==> config.mk <==
export PLATFORM = sky130hd
export DESIGN_NAME = hamming_ratio_test_matcher_core
export DESIGN_NICKNAME = d
export VERILOG_FILES = /design/src/rtl/hrtm_pkg.sv /design/src/rtl/hrtm_front.sv /design/src/rtl/hrtm_queue.sv /design/src/rtl/hrtm_back.sv /design/src/rtl/hamming_ratio_test_matcher_core.sv
export VERILOG_INCLUDE_DIRS = /design/src /design/src/rtl
export SDC_FILE = /design/constraint.sdc
export NUM_CORES = 1
export LEC_CHECK = 0
export BUFFER_PORTS_ARGS = -buffer_cell sky130_fd_sc_hd__buf_2
export CAP_MARGIN = 15
export CORE_MARGIN = 2
export CORE_UTILIZATION = 65
export CTS_BUF_LIST = sky130_fd_sc_hd__clkbuf_4 sky130_fd_sc_hd__clkbuf_8 sky130_fd_sc_hd__clkbuf_16
export CTS_CLUSTER_SIZE = 14
export DETAILED_ROUTE_END_ITERATION = 6
export PLACE_DENSITY = 0.84
export RECOVER_POWER = 50
export SYNTH_ARGS = -nofsm -noshare
export SYNTH_HDL_FRONTEND = slang
export SYNTH_SLANG_ARGS = --single-unit
==> constraint.sdc <==
create_clock -name clk -period 21 [get_ports clk]
set_input_delay 2.1 -clock clk [delete_from_list [all_inputs] [get_ports clk]]
set_output_delay 2.1 -clock clk [all_outputs]
set_load 0.03 [all_outputs]
==> src/rtl/hamming_ratio_test_matcher_core_assert.svh <==
// Assertion macros for the matcher RTL, included by hrtm_queue.
// Each one samples on the rising edge of clk and is disabled while rst_n is low.
`ifndef HAMMING_RATIO_TEST_MATCHER_CORE_ASSERT_SVH
`define HAMMING_RATIO_TEST_MATCHER_CORE_ASSERT_SVH

// The property must hold at every sampled edge.
`define HRTM_ASSERT(lbl, prop, msg) \
    lbl: assert property (@(posedge clk) disable iff (!rst_n) (prop)) else $error(msg);

// The condition must never be true at a sampled edge.
`define HRTM_ASSERT_NEVER(lbl, cond, msg) \
    lbl: assert property (@(posedge clk) disable iff (!rst_n) !(cond)) else $error(msg);

`endif

==> src/rtl/hrtm_pkg.sv <==
package hrtm_pkg;

    localparam int DESC_WORDS      = 4;
    localparam int WORD_WIDTH      = 64;
    localparam int INDEX_WIDTH     = 12;
    localparam int IN_LEVEL_WIDTH  = 3;
    localparam int LEVEL_WIDTH     = 4;
    localparam int DIST_WIDTH      = 9;
    localparam int CNT_WIDTH       = 7;
    localparam int LEVEL_COUNT     = 8;
    localparam int CFG_DATA_WIDTH  = 9;
    localparam int CFG_INDEX_WIDTH = 2;
    localparam int QUEUE_DEPTH     = 4;
    localparam int QPTR_WIDTH      = $clog2(QUEUE_DEPTH);

    localparam int INDEX_LSB       = DESC_WORDS * WORD_WIDTH;
    localparam int LEVEL_LSB       = INDEX_LSB + INDEX_WIDTH;
    localparam int IN_DATA_WIDTH   = 272;
    localparam int OUT_DATA_WIDTH  = 32;
    localparam int PROD_WIDTH      = 2 * DIST_WIDTH;

    localparam logic [LEVEL_WIDTH-1:0]    NO_LEVEL           = 4'd15;
    localparam logic [DIST_WIDTH-1:0]     NO_DIST            = 9'd256;
    localparam logic [CFG_DATA_WIDTH-1:0] MAX_DISTANCE_RESET = 9'd100;
    localparam logic [CFG_DATA_WIDTH-1:0] RATIO_RESET        = 9'd154;

    localparam logic OP_QUERY     = 1'b0;
    localparam logic OP_CANDIDATE = 1'b1;

    typedef enum logic [CFG_INDEX_WIDTH-1:0] {
        REG_MAX_DISTANCE = 2'd0,
        REG_RATIO_Q8     = 2'd1
    } cfg_reg_t;

    typedef struct packed {
        logic                   op;
        logic                   last;
        logic [INDEX_WIDTH-1:0] index;
        logic [LEVEL_WIDTH-1:0] level;
        logic [DIST_WIDTH-1:0]  ham_dist;
    } hrtm_item_t;

    function automatic logic [3:0] pop8(input logic [7:0] v);
        logic [3:0] c;
        c = 4'd0;
        for (int i = 0; i < 8; i++)
        begin
            c = c + {3'b000, v[i]};
        end
        return c;
    endfunction

    function automatic logic [CNT_WIDTH-1:0] pop64(input logic [WORD_WIDTH-1:0] v);
        logic [CNT_WIDTH-1:0] c;
        c = '0;
        for (int i = 0; i < 8; i++)
        begin
            c = c + {3'b000, pop8(v[8*i +: 8])};
        end
        return c;
    endfunction

endpackage

==> src/rtl/hrtm_front.sv <==
module hrtm_front (
    input  logic                               clk,
    input  logic                               rst_n,
    input  logic                               s_tvalid,
    output logic                               s_tready,
    // desc_word0, desc_word1, desc_word2, desc_word3, cand_index, cand_level, pad
    input  logic [hrtm_pkg::IN_DATA_WIDTH-1:0] s_tdata,
    // op
    input  logic                               s_tuser,
    input  logic                               s_tlast,
    output logic                               push_valid,
    input  logic                               push_ready,
    output hrtm_pkg::hrtm_item_t               push_item
);
    import hrtm_pkg::*;

    logic [WORD_WIDTH-1:0]  query_reg [DESC_WORDS];
    logic [CNT_WIDTH-1:0]   cnt_reg   [DESC_WORDS];
    logic [CNT_WIDTH-1:0]   cnt_next  [DESC_WORDS];
    logic                   st_valid_reg;
    logic                   st_valid_next;
    logic                   st_op_reg;
    logic                   st_last_reg;
    logic [INDEX_WIDTH-1:0] st_index_reg;
    logic [LEVEL_WIDTH-1:0] st_level_reg;
    logic [LEVEL_WIDTH-1:0] level_sat;
    logic [LEVEL_WIDTH-1:0] level_ext;
    logic [DIST_WIDTH-1:0]  dist_sum;
    logic                   accept;

    assign s_tready = !st_valid_reg || push_ready;
    assign accept   = s_tvalid && s_tready;

    always_comb
    begin
        for (int w = 0; w < DESC_WORDS; w++)
        begin
            cnt_next[w] = pop64(query_reg[w] ^ s_tdata[w*WORD_WIDTH +: WORD_WIDTH]);
        end
    end

    assign level_ext = {1'b0, s_tdata[LEVEL_LSB +: IN_LEVEL_WIDTH]};
    assign level_sat = (level_ext >= LEVEL_WIDTH'(LEVEL_COUNT)) ?
                       LEVEL_WIDTH'(LEVEL_COUNT - 1) : level_ext;

    always_comb
    begin
        st_valid_next = st_valid_reg;
        if (accept)
        begin
            st_valid_next = 1'b1;
        end
        else if (push_ready)
        begin
            st_valid_next = 1'b0;
        end
    end

    always_ff @(posedge clk or negedge rst_n)
    begin
        if (!rst_n)
        begin
            st_valid_reg <= 1'b0;
            for (int w = 0; w < DESC_WORDS; w++)
            begin
                query_reg[w] <= '0;
            end
        end
        else
        begin
            st_valid_reg <= st_valid_next;
            if (accept && s_tuser == OP_QUERY)
            begin
                for (int w = 0; w < DESC_WORDS; w++)
                begin
                    query_reg[w] <= s_tdata[w*WORD_WIDTH +: WORD_WIDTH];
                end
            end
        end
    end

    always_ff @(posedge clk)
    begin
        if (accept)
        begin
            st_op_reg    <= s_tuser;
            st_last_reg  <= s_tlast;
            st_index_reg <= s_tdata[INDEX_LSB +: INDEX_WIDTH];
            st_level_reg <= level_sat;
            for (int w = 0; w < DESC_WORDS; w++)
            begin
                cnt_reg[w] <= cnt_next[w];
            end
        end
    end

    always_comb
    begin
        dist_sum = '0;
        for (int w = 0; w < DESC_WORDS; w++)
        begin
            dist_sum = dist_sum + DIST_WIDTH'(cnt_reg[w]);
        end
    end

    assign push_valid         = st_valid_reg;
    assign push_item.op       = st_op_reg;
    assign push_item.last     = st_last_reg;
    assign push_item.index    = st_index_reg;
    assign push_item.level    = st_level_reg;
    assign push_item.ham_dist = dist_sum;

endmodule

==> src/rtl/hrtm_queue.sv <==
module hrtm_queue (
    input  logic                 clk,
    input  logic                 rst_n,
    input  logic                 push_valid,
    output logic                 push_ready,
    input  hrtm_pkg::hrtm_item_t push_item,
    output logic                 pop_valid,
    input  logic                 pop_ready,
    output hrtm_pkg::hrtm_item_t pop_item
);
    import hrtm_pkg::*;

    `include "hamming_ratio_test_matcher_core_assert.svh"

    hrtm_item_t            mem_reg [QUEUE_DEPTH];
    logic [QPTR_WIDTH-1:0] wr_ptr_reg;
    logic [QPTR_WIDTH-1:0] wr_ptr_next;
    logic [QPTR_WIDTH-1:0] rd_ptr_reg;
    logic [QPTR_WIDTH-1:0] rd_ptr_next;
    logic [QPTR_WIDTH:0]   count_reg;
    logic [QPTR_WIDTH:0]   count_next;
    logic                  push;
    logic                  pop;

    assign push_ready = count_reg != (QPTR_WIDTH+1)'(QUEUE_DEPTH);
    assign pop_valid  = count_reg != '0;
    assign push       = push_valid && push_ready;
    assign pop        = pop_valid && pop_ready;
    assign pop_item   = mem_reg[rd_ptr_reg];

    always_comb
    begin
        wr_ptr_next = push ? wr_ptr_reg + 1'b1 : wr_ptr_reg;
        rd_ptr_next = pop ? rd_ptr_reg + 1'b1 : rd_ptr_reg;
        count_next  = count_reg;
        if (push && !pop)
        begin
            count_next = count_reg + 1'b1;
        end
        else if (pop && !push)
        begin
            count_next = count_reg - 1'b1;
        end
    end

    always_ff @(posedge clk or negedge rst_n)
    begin
        if (!rst_n)
        begin
            wr_ptr_reg <= '0;
            rd_ptr_reg <= '0;
            count_reg  <= '0;
        end
        else
        begin
            wr_ptr_reg <= wr_ptr_next;
            rd_ptr_reg <= rd_ptr_next;
            count_reg  <= count_next;
        end
    end

    always_ff @(posedge clk)
    begin
        if (push)
        begin
            mem_reg[wr_ptr_reg] <= push_item;
        end
    end

    `HRTM_ASSERT(a_count_bound, count_reg <= (QPTR_WIDTH+1)'(QUEUE_DEPTH), "queue overfilled")
    `HRTM_ASSERT(a_ptr_span, wr_ptr_reg == QPTR_WIDTH'(rd_ptr_reg + count_reg), "pointer skew")
    `HRTM_ASSERT(a_push_grow, (push && !pop) |=> count_reg == $past(count_reg) + 1'b1, "push lost")
    `HRTM_ASSERT_NEVER(a_pop_empty, pop_ready && !pop_valid && pop, "pop from empty queue")

endmodule

==> src/rtl/hrtm_back.sv <==
module hrtm_back (
    input  logic                                 clk,
    input  logic                                 rst_n,
    input  logic                                 cfg_valid,
    input  logic [hrtm_pkg::CFG_INDEX_WIDTH-1:0] cfg_index,
    input  logic [hrtm_pkg::CFG_DATA_WIDTH-1:0]  cfg_data,
    input  logic                                 pop_valid,
    output logic                                 pop_ready,
    input  hrtm_pkg::hrtm_item_t                 pop_item,
    output logic                                 m_tvalid,
    input  logic                                 m_tready,
    // matched, best_index, best_distance, second_distance, pad
    output logic [hrtm_pkg::OUT_DATA_WIDTH-1:0]  m_tdata
);
    import hrtm_pkg::*;

    logic [CFG_DATA_WIDTH-1:0] max_dist_reg;
    logic [CFG_DATA_WIDTH-1:0] ratio_reg;

    logic [DIST_WIDTH-1:0]  best_reg,     best_next;
    logic [DIST_WIDTH-1:0]  second_reg,   second_next;
    logic [LEVEL_WIDTH-1:0] best_lvl_reg, best_lvl_next;
    logic [LEVEL_WIDTH-1:0] sec_lvl_reg,  sec_lvl_next;
    logic [INDEX_WIDTH-1:0] idx_reg,      idx_next;

    logic [DIST_WIDTH-1:0]  upd_best, upd_second;
    logic [LEVEL_WIDTH-1:0] upd_best_lvl, upd_sec_lvl;
    logic [INDEX_WIDTH-1:0] upd_idx;

    logic                   fin_valid_reg, fin_valid_next;
    logic [DIST_WIDTH-1:0]  fin_best_reg, fin_second_reg;
    logic [LEVEL_WIDTH-1:0] fin_best_lvl_reg, fin_sec_lvl_reg;
    logic [INDEX_WIDTH-1:0] fin_idx_reg;

    logic                      out_valid_reg, out_valid_next;
    logic [OUT_DATA_WIDTH-1:0] out_data_reg;

    logic                  out_ready;
    logic                  fin_ready;
    logic                  pop;
    logic                  finish;
    logic                  matched;
    logic [PROD_WIDTH-1:0] lhs;
    logic [PROD_WIDTH-1:0] rhs;

    assign out_ready = !out_valid_reg || m_tready;
    assign fin_ready = !fin_valid_reg || out_ready;
    assign pop_ready = fin_ready;
    assign pop       = pop_valid && pop_ready;
    assign finish    = pop && pop_item.op == OP_CANDIDATE && pop_item.last;

    always_ff @(posedge clk or negedge rst_n)
    begin
        if (!rst_n)
        begin
            max_dist_reg <= MAX_DISTANCE_RESET;
            ratio_reg    <= RATIO_RESET;
        end
        else if (cfg_valid)
        begin
            unique case (cfg_index)
                REG_MAX_DISTANCE: max_dist_reg <= cfg_data;
                REG_RATIO_Q8:     ratio_reg    <= cfg_data;
                default:          ;
            endcase
        end
    end

    always_comb
    begin
        upd_best     = best_reg;
        upd_second   = second_reg;
        upd_best_lvl = best_lvl_reg;
        upd_sec_lvl  = sec_lvl_reg;
        upd_idx      = idx_reg;
        if (pop_item.ham_dist < best_reg)
        begin
            upd_second   = best_reg;
            upd_sec_lvl  = best_lvl_reg;
            upd_best     = pop_item.ham_dist;
            upd_best_lvl = pop_item.level;
            upd_idx      = pop_item.index;
        end
        else if (pop_item.ham_dist < second_reg)
        begin
            upd_second  = pop_item.ham_dist;
            upd_sec_lvl = pop_item.level;
        end
    end

    always_comb
    begin
        best_next     = best_reg;
        second_next   = second_reg;
        best_lvl_next = best_lvl_reg;
        sec_lvl_next  = sec_lvl_reg;
        idx_next      = idx_reg;
        if (pop)
        begin
            if (pop_item.op == OP_QUERY || pop_item.last)
            begin
                best_next     = NO_DIST;
                second_next   = NO_DIST;
                best_lvl_next = NO_LEVEL;
                sec_lvl_next  = NO_LEVEL;
                idx_next      = '0;
            end
            else
            begin
                best_next     = upd_best;
                second_next   = upd_second;
                best_lvl_next = upd_best_lvl;
                sec_lvl_next  = upd_sec_lvl;
                idx_next      = upd_idx;
            end
        end
    end

    always_ff @(posedge clk or negedge rst_n)
    begin
        if (!rst_n)
        begin
            best_reg     <= NO_DIST;
            second_reg   <= NO_DIST;
            best_lvl_reg <= NO_LEVEL;
            sec_lvl_reg  <= NO_LEVEL;
            idx_reg      <= '0;
        end
        else
        begin
            best_reg     <= best_next;
            second_reg   <= second_next;
            best_lvl_reg <= best_lvl_next;
            sec_lvl_reg  <= sec_lvl_next;
            idx_reg      <= idx_next;
        end
    end

    assign fin_valid_next = fin_ready ? finish : fin_valid_reg;

    always_ff @(posedge clk)
    begin
        if (finish)
        begin
            fin_best_reg     <= upd_best;
            fin_second_reg   <= upd_second;
            fin_best_lvl_reg <= upd_best_lvl;
            fin_sec_lvl_reg  <= upd_sec_lvl;
            fin_idx_reg      <= upd_idx;
        end
    end

    assign lhs = {1'b0, fin_best_reg, 8'h00};
    assign rhs = PROD_WIDTH'(ratio_reg) * PROD_WIDTH'(fin_second_reg);

    always_comb
    begin
        matched = fin_best_lvl_reg != NO_LEVEL && fin_best_reg <= max_dist_reg;
        if (fin_best_lvl_reg == fin_sec_lvl_reg && lhs > rhs)
        begin
            matched = 1'b0;
        end
    end

    assign out_valid_next = out_ready ? fin_valid_reg : out_valid_reg;

    always_ff @(posedge clk or negedge rst_n)
    begin
        if (!rst_n)
        begin
            fin_valid_reg <= 1'b0;
            out_valid_reg <= 1'b0;
        end
        else
        begin
            fin_valid_reg <= fin_valid_next;
            out_valid_reg <= out_valid_next;
        end
    end

    always_ff @(posedge clk)
    begin
        if (out_ready && fin_valid_reg)
        begin
            out_data_reg <= {1'b0, fin_second_reg, fin_best_reg, fin_idx_reg, matched};
        end
    end

    assign m_tvalid = out_valid_reg;
    assign m_tdata  = out_data_reg;

endmodule

==> src/rtl/hamming_ratio_test_matcher_core.sv <==
// Hamming nearest-neighbor matcher with ratio test for 256-bit binary descriptors.
// Input stream: tuser is op (0 loads the query, 1 presents a candidate), tlast marks
// the final candidate of a query, tdata carries the four descriptor words, the
// candidate index and its pyramid level.
// Output stream: one item per last candidate with matched, best_index, best_distance
// and second_distance.
// Config channel: index 0 writes max_distance, index 1 writes ratio_q8; always ready.
// Write it only while no item is in flight.
// Throughput: one item per cycle unless stalled, set by the best/second compare.
// Path: the last candidate passes the popcount stage register, the queue, best
// tracking into the finish registers, then the ratio multiply into the output reg.
// A four-entry queue parts the popcount front from the tracking back; when the
// receiver stalls, the result holds in the output register and input keeps flowing
// until the queue fills, then tready drops.
// Reset clears the query to zero, the running search to "none", and the registers to
// max_distance 100 and ratio_q8 154.
module hamming_ratio_test_matcher_core (
    input  logic                                 clk,
    input  logic                                 rst_n,
    input  logic                                 s_tvalid,
    output logic                                 s_tready,
    // desc_word0, desc_word1, desc_word2, desc_word3, cand_index, cand_level, pad
    input  logic [hrtm_pkg::IN_DATA_WIDTH-1:0]   s_tdata,
    // op
    input  logic                                 s_tuser,
    input  logic                                 s_tlast,
    output logic                                 m_tvalid,
    input  logic                                 m_tready,
    // matched, best_index, best_distance, second_distance, pad
    output logic [hrtm_pkg::OUT_DATA_WIDTH-1:0]  m_tdata,
    input  logic                                 cfg_valid,
    output logic                                 cfg_ready,
    input  logic [hrtm_pkg::CFG_INDEX_WIDTH-1:0] cfg_index,
    input  logic [hrtm_pkg::CFG_DATA_WIDTH-1:0]  cfg_data
);
    import hrtm_pkg::*;

    logic       push_valid;
    logic       push_ready;
    hrtm_item_t push_item;
    logic       pop_valid;
    logic       pop_ready;
    hrtm_item_t pop_item;

    assign cfg_ready = 1'b1;

    hrtm_front u_front (
        .clk        (clk),
        .rst_n      (rst_n),
        .s_tvalid   (s_tvalid),
        .s_tready   (s_tready),
        .s_tdata    (s_tdata),
        .s_tuser    (s_tuser),
        .s_tlast    (s_tlast),
        .push_valid (push_valid),
        .push_ready (push_ready),
        .push_item  (push_item)
    );

    hrtm_queue u_queue (
        .clk        (clk),
        .rst_n      (rst_n),
        .push_valid (push_valid),
        .push_ready (push_ready),
        .push_item  (push_item),
        .pop_valid  (pop_valid),
        .pop_ready  (pop_ready),
        .pop_item   (pop_item)
    );

    hrtm_back u_back (
        .clk       (clk),
        .rst_n     (rst_n),
        .cfg_valid (cfg_valid),
        .cfg_index (cfg_index),
        .cfg_data  (cfg_data),
        .pop_valid (pop_valid),
        .pop_ready (pop_ready),
        .pop_item  (pop_item),
        .m_tvalid  (m_tvalid),
        .m_tready  (m_tready),
        .m_tdata   (m_tdata)
    );

endmodule
==> summary.md, run 1 <==
| Metric | Value |
|---|---|
| Worst Path Max Fanout | 3 |
| Crit path required time | 21.37 ns |
| Final Instance Area | 38,700 sq um |
| Htree depth | 2 |
| Crit end category | flip-flop |
| Reg area | 14,600 sq um |
| # fillers | 3,299 |
| CP startpoint | s_tdata[72] |
| Arr. time, crit path | 9.04 ns |
| CTS clk-pin slew, worst paths | 0.06 ns |
| Gr usage total | 26.7% |
| Post-route ant nets | 0 |
| Worst Reg-to-Reg Cells | 25 |
| Post CTS Setup Buffer Count | 0 |
| CTS tree | built |
| Crit start category | primary input |
| Wire length per cell | 19.0 um |
| Final hold vios | 0 |
| Final setup fails | 0 |
| Number of antenna violations at the first check in global routing | 43 |
| Ys async rst share | 59.6% |
| Routability Congestion | 0.877 |
| First-pass GRT wire length | 113,000 um |
| Tcrit/Tclk final | 41.3% |
| Hold WC Path Type | flip-flop to flip-flop |
| Longest Clk Path Bufs | 3 |
| Max Clk Rate | 115 MHz |
| Setup tns final | 0 ns |
| Row count | 84 |
| Height of the die | 234 um |
| #FFs+latches synth | 540 |
| Hpwl dp | 53,000 um |
| WP depth | 26 |
| Status | finished, violations left |
| I/O pin cnt | 325 |
| Layout net count | 3,762 |
| R2R Setup Slk | 13.53 ns |
| CP max stage delay | 0.67 ns |
| Global route overflow | 0 |
| CP top delay family | adder cells |
| Post-cts resize count | 0 |
| Mapped Nets | 3,429 |
| CP endpoint | u_front.cnt_reg[1][6]$_DFFE_PP_ |
| WL final | 70,700 um |
| Synth Warn # | 0 |
| Post-synth EDFFs | 218 |
| Clock Skew | 0.0161 ns |
| Final Max Tran Viols | 496 |
| DRT Pass-1 Iters | 7 |
| Setup CP Type | primary input to flip-flop |
| Slowest cell on the critical path | fa_1 |
| Reg2reg end | u_front.cnt_reg[1][6]$_DFFE_PP_ |
| Ys flop type | dfrtp_1 |
| Cell mode on critical path | fa_1 |
| Vias in the first global route | 22,800 |
| Root Buffer | clkbuf_16 |
| Die Width | 234 um |
| Final min period | 8.67 ns |
| Worst path buffer plus inverter count | 7 |
| R2r startpoint | u_front.query_reg[136]$_DFFE_PN0P_ |
| Vias | 20,600 |
| Failing checks | max-capacitance violations, max-slew violations |
| Sequential area share after synthesis | 42.5% |
| CTS Hold Buffers Added | 0 |
| Iter 0 DRT Violations | 1,167 |
| Clock Sink Count | 540 |
| Largest net degree at the start of global routing | 89 |
| Share of cells above drive strength 1 | 25.4% |
| Multi-input combinational cell area | 18,000 sq um |
| RSZ-0062 raised after global routing | false |
| Post-placement cell area | 36,700 sq um |
| Synth Instances | 2,628 |
| Largest register FFs | 256 |
| Vias per inst | 5.53 |
| I/O Buffers | 321 |
| Die area | 54,800 sq um |
| Area growth syn-to-layout | 12.3% |
| Num CTS Buffers | 57 |
| Synth Cell Area | 34,400 sq um |
| Core ar. | 52,400 sq um |
| Rel. slew slack | -198% |
| Avg Cell Area, Syn | 13.1 sq um |
| Unique masters post-synth | 58 |
| Least-Margin Pin Slew | 4.47 ns |
| DR DRC count | 0 |
| Clk Latency, worst-skew pair | 0.63 ns |
| Max cap viols | 11 |
| Initial Utilization | 65.7% |
-- Yosys cell counts, types with 5 or more instances --
library cell / instances / area [sq um]
a211oi_1: 5 / 37.5
a21o_1: 26 / 195
a21oi_1: 50 / 250
a22o_1: 20 / 175
a31oi_1: 7 / 43.8
and2_1: 44 / 275
buf_2: 32 / 160
buf_4: 5 / 37.5
clkbuf_1: 23 / 86.3
dfrtp_1: 305 / 7630
dfstp_2: 17 / 447
edfxtp_1: 218 / 6550
fa_1: 264 / 5290
ha_1: 247 / 3090
inv_1: 390 / 1460
mux2_2: 291 / 3280
mux4_2: 26 / 586
nand2_1: 82 / 308
nand2b_1: 9 / 56.3
nand4_1: 7 / 43.8
nor2_1: 35 / 131
nor2b_1: 37 / 231
nor3_1: 5 / 25.0
o211a_1: 9 / 90.1
o21a_1: 29 / 218
o21ai_0: 37 / 185
o21bai_1: 8 / 60.1
o31ai_1: 8 / 60.1
xnor2_1: 178 / 1560
xor2_1: 166 / 1450
-- worst reg2reg max path: cells and delay by family (launching register included) --
| kind | cells | cell delay, ns |
|---|---|---|
| adder cells (fa/ha/maj) | 11 | 5.25 |
| AO/OA/AOI/OAI | 5 | 0.84 |
| XOR/XNOR | 3 | 0.35 |
| buffers and inverters | 6 | 0.36 |
| flip-flops | 1 | 0.38 |
-- area by class of cell --
| class | count | area share (%) |
|---|---|---|
| Sequential cell | 540 | 37.8 |
| Timing Repair Buffer | 339 | 4.37 |
| Multi-Input combinational cell | 1633 | 46.6 |
| Clock inverter | 29 | 0.809 |
| Antenna cell | 36 | 0.233 |
| Inverter | 390 | 3.78 |
| Clock buffer | 77 | 4.16 |
| Tap cell | 688 | 2.23 |
-- cell usage in the layout, fill, tap and decap left out, types with 6 or more instances in the layout --
cell       instances
mux4_2            26
xnor2_1          178
o21a_1            29
xor2_1           166
edfxtp_1         218
nand4_1            7
inv_1            389
ha_1             247
nor2_1            34
o21bai_1           8
clkinv_2           9
buf_2            312
dfstp_2           17
o31ai_1            8
and2_1            37
fa_1             264
o21ai_0           37
nor2b_1           36
diode_2           36
nand2_1           82
a21oi_1           50
clkbuf_16         57
nand2b_1           9
clkbuf_4          15
buf_4              7
a21o_1            26
mux2_2           291
and2_0             6
dfrtp_1          305
clkbuf_1          20
o211a_1            9
a22o_1            20
a31oi_1            7
-- cell families (layout without fill, tap and decap cells) --
kind of cell	Yosys count	after routing	synth area share, %
other	2	38	0.0218
xor gates and xnor gates	344	344	8.75
muxes	321	321	11.3
and+or+nand+nor	230	230	3.38
adders and majority gates	511	511	24.3
buffers and inverters	455	835	5.20
DFF	540	540	42.5
AOI/OAI and AO/OA	225	225	4.52
-- through the flow --
step                      util, %  hold WS (ns)  worst slack [ns]  cells
final                        73.7         0.417             12.33   3732
after CTS                    73.7         0.419             12.33   3696
after global placement       70.0         0.406             11.78   3590
after floorplan                 -         0.400             12.27   2628
after global routing         73.7         0.423             11.46   3719
after detailed placement     70.0         0.405             11.65   3590
-- routing by layer --
| layer | part of all wire, % | vias up | wire length [um] | GRT usage (%) |
|---|---|---|---|---|
| li1 | - | 9438 | - | - |
| met1 | 38 | 10400 | 26900 | 31.8 |
| met2 | 51 | 581 | 36300 | 46.9 |
| met3 | 6.8 | 192 | 4830 | 6.03 |
| met4 | 3.7 | 20 | 2610 | 11.0 |
| met5 | 0.16 | - | 116 | 0 |
-- worst min path at each step --
stage | start | to | slack (ns) | cells after the start
2_1_floorplan | u_back.fin_idx_reg[9]$_DFFE_PP_ | u_back.m_tdata[10]$_DFFE_PP_ | 0.40 | 0
3_3_place_gp | u_back.fin_idx_reg[11]$_DFFE_PP_ | u_back.m_tdata[12]$_DFFE_PP_ | 0.41 | 0
3_5_place_dp | u_back.fin_idx_reg[0]$_DFFE_PP_ | u_back.m_tdata[1]$_DFFE_PP_ | 0.41 | 0
4_1_cts | u_back.fin_idx_reg[0]$_DFFE_PP_ | u_back.m_tdata[1]$_DFFE_PP_ | 0.42 | 0
5_1_grt | u_back.fin_idx_reg[1]$_DFFE_PP_ | u_back.m_tdata[2]$_DFFE_PP_ | 0.42 | 0
6_report | u_back.fin_idx_reg[0]$_DFFE_PP_ | u_back.m_tdata[1]$_DFFE_PP_ | 0.42 | 0
Power of run 1 is left out: the tool's default activity adds up to more than one toggle a clock period on the data nets, which glitch-free logic cannot reach.
==> run 2, diff against run 1 <==
Settings changed: CORE_UTILIZATION 65 to 55, PLACE_DENSITY 0.84 to 0.76.
Clock period 21 ns to 7.6 ns, I/O delays scaled along.
==> run 2 against run 1 <==
Net effect: the run ends with design-rule violations, max-capacitance violations, max-slew violations left; flip-flop and latch count unchanged; first-iteration DRC count down 24%; cell count up 3.9%; setup slack worse by 12 ns; via count down 1.6%; critical path depth down 3; worst hold slack worse by 0.14 ns; routed wire length up 0.94%; sequential share of layout area down 0.40 points; die area up 18%; global-route usage down 3.9 points; non-clock buffer count up 13; largest cell class unchanged.
==> summary.md, run 2 (same netlist as run 1, synthesis figures left out) <==
| Metric | Value |
|---|---|
| CP max stage delay | 0.56 ns |
| Row count | 91 |
| Hpwl dp | 55,200 um |
| Final setup fails | 0 |
| Arr. time, crit path | 7.65 ns |
| Height of the die | 254 um |
| Post-placement cell area | 37,000 sq um |
| Crit start category | flip-flop |
| Iter 0 DRT Violations | 886 |
| Vias in the first global route | 22,800 |
| First-pass GRT wire length | 116,000 um |
| Worst Path Max Fanout | 2 |
| DRT Pass-1 Iters | 6 |
| WL final | 71,400 um |
| Post-layout util | 63.2% |
| Vias | 20,300 |
| Final hold vios | 0 |
| Tcrit/Tclk final | 95.6% |
| Rel. slew slack | -243% |
| Num CTS Buffers | 58 |
| Clk Latency, worst-skew pair | 0.65 ns |
| Die Width | 254 um |
| Crit end category | flip-flop |
| I/O pin cnt | 325 |
| CTS clk-pin slew, worst paths | 0.06 ns |
| Least-Margin Pin Slew | 5.14 ns |
| Clock Sink Count | 540 |
| Most frequent cells in the layout | inv_1, dfrtp_1, buf_2, mux2_2, fa_1 |
| Multi-input combinational cell area | 18,100 sq um |
| Largest register FFs | 256 |
| Max cap viols | 6 |
| Longest Clk Path Bufs | 3 |
| Number of antenna violations at the first check in global routing | 30 |
| Share of cells above drive strength 1 | 25.7% |
| CTS tree | built |
| Gr usage total | 22.8% |
| Slowest cell on the critical path | fa_1 |
| Global route overflow | 0 |
| DR DRC count | 4 |
| Failing checks | design-rule violations, max-capacitance violations, max-slew violations |
| Max Clk Rate | 138 MHz |
| Root Buffer | clkbuf_16 |
| Final min period | 7.27 ns |
| Routability Congestion | 0.830 |
| Setup CP Type | flip-flop to flip-flop |
| Reg area | 14,600 sq um |
| Core ar. | 61,800 sq um |
| DP Worst Slack | -0.275 ns |
| I/O Buffers | 321 |
| Vias per inst | 5.24 |
| Clock Skew | 0.0535 ns |
| Most common cell after layout, fill and taps aside | inv_1 |
| Final Max Tran Viols | 334 |
| Area growth syn-to-layout | 13.5% |
| Initial Utilization | 55.7% |
| Final Instance Area | 39,100 sq um |
| Htree depth | 2 |
| Cell mode on critical path | fa_1 |
| Largest net degree at the start of global routing | 144 |
| Wire length per cell | 18.4 um |
| Setup ws final | 0.331 ns |
| Hold WC Path Type | primary input to flip-flop |
| Status | finished, violations left |
| Crit path required time | 7.98 ns |
| Post-route ant nets | 0 |
| Die area | 64,600 sq um |
| Layout net count | 3,776 |
| CTS Hold Buffers Added | 0 |
| # fillers | 4,658 |
| Chain of cells forming the critical path | xor2_1 -> ha_1 -> fa_1 -> inv_1 -> fa_1 -> fa_1 -> fa_1 -> inv_1 -> fa_1 -> xnor2_1 -> fa_1 -> fa_1 -> inv_1 -> fa_1 -> inv_1 -> fa_1 -> inv_1 -> ha_1 -> a21o_1 -> a21oi_1 -> o21bai_1 -> a21oi_1 -> xnor2_1 |
## run 2: repair_timing
item | in CTS | in global routing
gates resized for setup | 0 | 7
endpoints found under the setup margin | 0 | 5
buffers inserted | 0 | 0
## run 2: through the flow
stage,TNS (ns),instances,hold WS (ns)
after CTS,0,3861,0.169
after floorplan,0,2628,0.400
after detailed placement,-1.60,3752,0.408
after global routing,-0.0578,3872,0.250
final,0,3876,0.281
after global placement,-0.428,3752,0.405
## run 2: per-layer routing
| layer | track usage [%] | vias up | part of all wire [%] |
|---|---|---|---|
| met5 | 0 | - | 0.21 |
| met4 | 7.26 | 26 | 2.6 |
| met3 | 4.80 | 143 | 5.5 |
| met2 | 40.4 | 449 | 51 |
| met1 | 27.9 | 10200 | 40 |
| li1 | - | 9441 | - |
## run 2: cell type report
type                    instances  area share [%]
well taps                     837            2.68
diodes                         15          0.0960
clock inverters                29            1.02
multi-input cells            1633            46.2
inverters                     390            3.74
clock buffers                  80            4.25
flip-flops and latches        540            37.4
repair buffers                352            4.61
## run 2: path summary, 6_finish.rpt
check / startpoint / end / slack [ns] / cells past startpoint
setup reg to reg: u_front.query_reg[8]$_DFFE_PN0P_ / u_front.cnt_reg[3][6]$_DFFE_PP_ / 0.33 / 23
hold reg to reg: u_back.fin_idx_reg[10]$_DFFE_PP_ / u_back.m_tdata[11]$_DFFE_PP_ / 0.42 / 0
max in group asynchronous: rst_n / u_front.query_reg[89]$_DFFE_PN0P_ / 1.82 / 2
min in group asynchronous: rst_n / u_front.query_reg[39]$_DFFE_PN0P_ / 2.02 / 1
setup / recovery: u_front.query_reg[8]$_DFFE_PN0P_ / u_front.cnt_reg[3][6]$_DFFE_PP_ / 0.33 / 23
hold / removal: s_tdata[265] / u_front.st_index_reg[9]$_DFFE_PP_ / 0.28 / 1
## run 2: critical path, delay by kind of cell, from the launching register on
family	cells	cell delay (ns)
adders and majority gates	11	5.22
AOI/OAI and AO/OA	4	0.62
xor gates and xnor gates	3	0.51
DFF	1	0.38
buffers and inverters	5	0.29
Power of run 2 is left out for the same reason.
==> run 3, diff against run 2 <==
Settings changed: ABC_AREA set to 1.
==> run 3 against run 2 <==
Net effect: worst hold slack improved by 0.0049 ns; highest routed layer unchanged; die area up 1.8%; the flow finishes with violations (max-capacitance violations, max-slew violations); setup slack gained 0.091 ns.
==> summary.md, run 3 <==
| Metric | Value |
|---|---|
| Ys flop type | dfrtp_1 |
| Root Buffer | clkbuf_16 |
| Routability Congestion | 0.833 |
| Top cells by area, synth | dfrtp_1, edfxtp_1, fa_1 |
| Leading cell types by count after synthesis | inv_1, nand2_1, dfrtp_1 |
| Synth Instances | 3,066 |
| Post CTS Setup Buffer Count | 0 |
| Unique masters post-synth | 48 |
| Slowest cell on the critical path | fa_1 |
| CP top delay family | adder cells |
| Tcrit/Tclk final | 94.4% |
| Clock Skew | 0.0563 ns |
| Leading cell type by number of instances after synthesis | inv_1 |
| Most common cell after layout, fill and taps aside | inv_1 |
| Clock Sink Count | 540 |
| Iter 0 DRT Violations | 894 |
| CTS Hold Buffers Added | 0 |
| Post-route ant nets | 0 |
| Sequential area share after synthesis | 41.7% |
| Avg Cell Area, Syn | 11.4 sq um |
| Cell mode on critical path | fa_1 |
| Final min period | 7.18 ns |
| Die area | 65,800 sq um |
| CTS clk-pin slew, worst paths | 0.06 ns |
| Number of antenna violations at the first check in global routing | 29 |
| DRT Pass-1 Iters | 5 |
| Mapped Nets | 3,867 |
| Area growth syn-to-layout | 12.5% |
| Rel. slew slack | -287% |
| Ys async rst share | 59.6% |
| Arr. time, crit path | 7.57 ns |
| Gr usage total | 21.4% |
| Status | finished, violations left |
| Clk Latency, worst-skew pair | 0.65 ns |
| I/O pin cnt | 325 |
| Final Max Tran Viols | 265 |
| Most frequent cells in the layout | inv_1, nand2_1, dfrtp_1, buf_2, fa_1 |
| Worst Path Max Fanout | 3 |
| Worst path buffer plus inverter count | 5 |
| Yosys top cell area share | 21.8% |
| Num CTS Buffers | 57 |
| Core ar. | 63,100 sq um |
| DP Worst Slack | -0.206 ns |
| Initial Utilization | 55.6% |
| Final hold vios | 0 |
| Hpwl dp | 51,200 um |
| Global route overflow | 0 |
| Vias in the first global route | 23,200 |
| Final setup fails | 0 |
| Hold WC Path Type | primary input to flip-flop |
| Htree depth | 2 |
| Longest Clk Path Bufs | 3 |
| Layout net count | 4,185 |
| Largest register FFs | 256 |
| I/O Buffers | 321 |
| First-pass GRT wire length | 114,000 um |
| Vias per inst | 5.06 |
| Row count | 92 |
| Failing checks | max-capacitance violations, max-slew violations |
| Largest net degree at the start of global routing | 148 |
| Least-Margin Pin Slew | 5.81 ns |
| WL final | 68,800 um |
| Setup ws final | 0.422 ns |
| Synth Cell Area | 35,100 sq um |
| RSZ-0062 raised after global routing | false |
| Crit path required time | 7.99 ns |
| Max cap viols | 5 |
| Die Width | 256 um |
| Synth Warn # | 0 |
| Wire length per cell | 16.0 um |
| Post-synth top area cell | dfrtp_1 |
| Height of the die | 256 um |
| Crit end category | flip-flop |
| Post-synth EDFFs | 218 |
| CP max stage delay | 0.54 ns |
| Max Clk Rate | 139 MHz |
| Post-cts resize count | 0 |
| Share of cells above drive strength 1 | 20.5% |
| Crit start category | flip-flop |
| Vias | 21,700 |
| DR DRC count | 0 |
| CTS tree | built |
| #FFs+latches synth | 540 |
| Setup CP Type | flip-flop to flip-flop |
## run 3: cell types whose count changed after synthesis, sizes merged, moves of 36 or more
cell   previous run  this run
nor2b            37         0
and2             44         8
inv             390       494
nand3             3        84
nand2            82       455
o21ai            37       110
## run 3: worst paths after layout
| kind | from | end | slack (ns) | depth (start not counted) |
|---|---|---|---|---|
| worst max-delay path | u_front.query_reg[136]$_DFFE_PN0P_ | u_front.cnt_reg[1][6]$_DFFE_PP_ | 0.42 | 26 |
| worst min-delay path | s_tdata[260] | u_front.st_index_reg[4]$_DFFE_PP_ | 0.29 | 1 |
| worst max register to register | u_front.query_reg[136]$_DFFE_PN0P_ | u_front.cnt_reg[1][6]$_DFFE_PP_ | 0.42 | 26 |
| worst min register to register | u_back.fin_idx_reg[0]$_DFFE_PP_ | u_back.m_tdata[1]$_DFFE_PP_ | 0.42 | 0 |
| max in group asynchronous | rst_n | u_back.best_reg[1]$_DFFE_PN0P_ | 1.23 | 2 |
| min in group asynchronous | rst_n | u_front.query_reg[24]$_DFFE_PN0P_ | 2.50 | 1 |
## run 3: routing by layer
metal | GRT usage [%] | wire length [um] | up-vias
met5 | 0 | 170 | -
met4 | 5.99 | 1640 | 28
met3 | 4.64 | 3520 | 128
met2 | 39.1 | 35900 | 382
met1 | 25.5 | 27500 | 10700
li1 | - | - | 10500
## run 3: area by class of cell
class                      instances  area, sq um
multi-input combinational       1948        18100
clock inverter                    31          357
inverter                         494         1850
timing repair buffer             343         1770
fill                            5087        23600
tap                              846         1060
clock buffer                      76         1640
sequential                       540        14600
antenna                           13         32.5
## run 3: logic make-up after synthesis
kind of cell	after synthesis	share of synthesized area, %
XOR/XNOR	341	8.52
AND/OR/NAND/NOR	624	7.31
multiplexers	256	8.22
buffers and inverters	578	6.82
AO/OA/AOI/OAI	214	3.49
other	2	0.0214
adder cells (fa/ha/maj)	511	23.9
flip-flops	540	41.7
## run 3: per-stage QoR
stage / std cells / hold WS (ns) / instance area (sq um) / setup TNS, ns / utilization, %
after floorplan: 3066 / 0.400 / 35100 / 0 / -
after CTS: 4278 / 0.236 / 39400 / 0 / 62.5
final: 4291 / 0.286 / 39400 / 0 / 62.5
after detailed placement: 4171 / 0.405 / 37500 / -0.718 / 59.4
after global placement: 4171 / 0.404 / 37500 / -0.303 / 59.4
after global routing: 4290 / 0.253 / 39400 / 0 / 62.5
## run 3: worst register-to-register path: stages (launching register included)
cell and delay (ns):
dfrtp_1 0.40, xor2_1 0.15, ha_1 0.33, fa_1 0.54, inv_1 0.05, fa_1 0.52, fa_1 0.47, fa_1 0.39
xnor2_1 0.15, ha_1 0.32, a21oi_1 0.13, nand2_1 0.07, xor2_1 0.16, fa_1 0.53, inv_1 0.05, fa_1 0.53
inv_1 0.05, fa_1 0.53, inv_1 0.06, fa_1 0.52, inv_1 0.04, ha_1 0.33, a21oi_1 0.14, nand2_1 0.08
a21o_1 0.16, a21oi_1 0.15, xnor2_1 0.08
Power of run 3 is left out for the same reason.
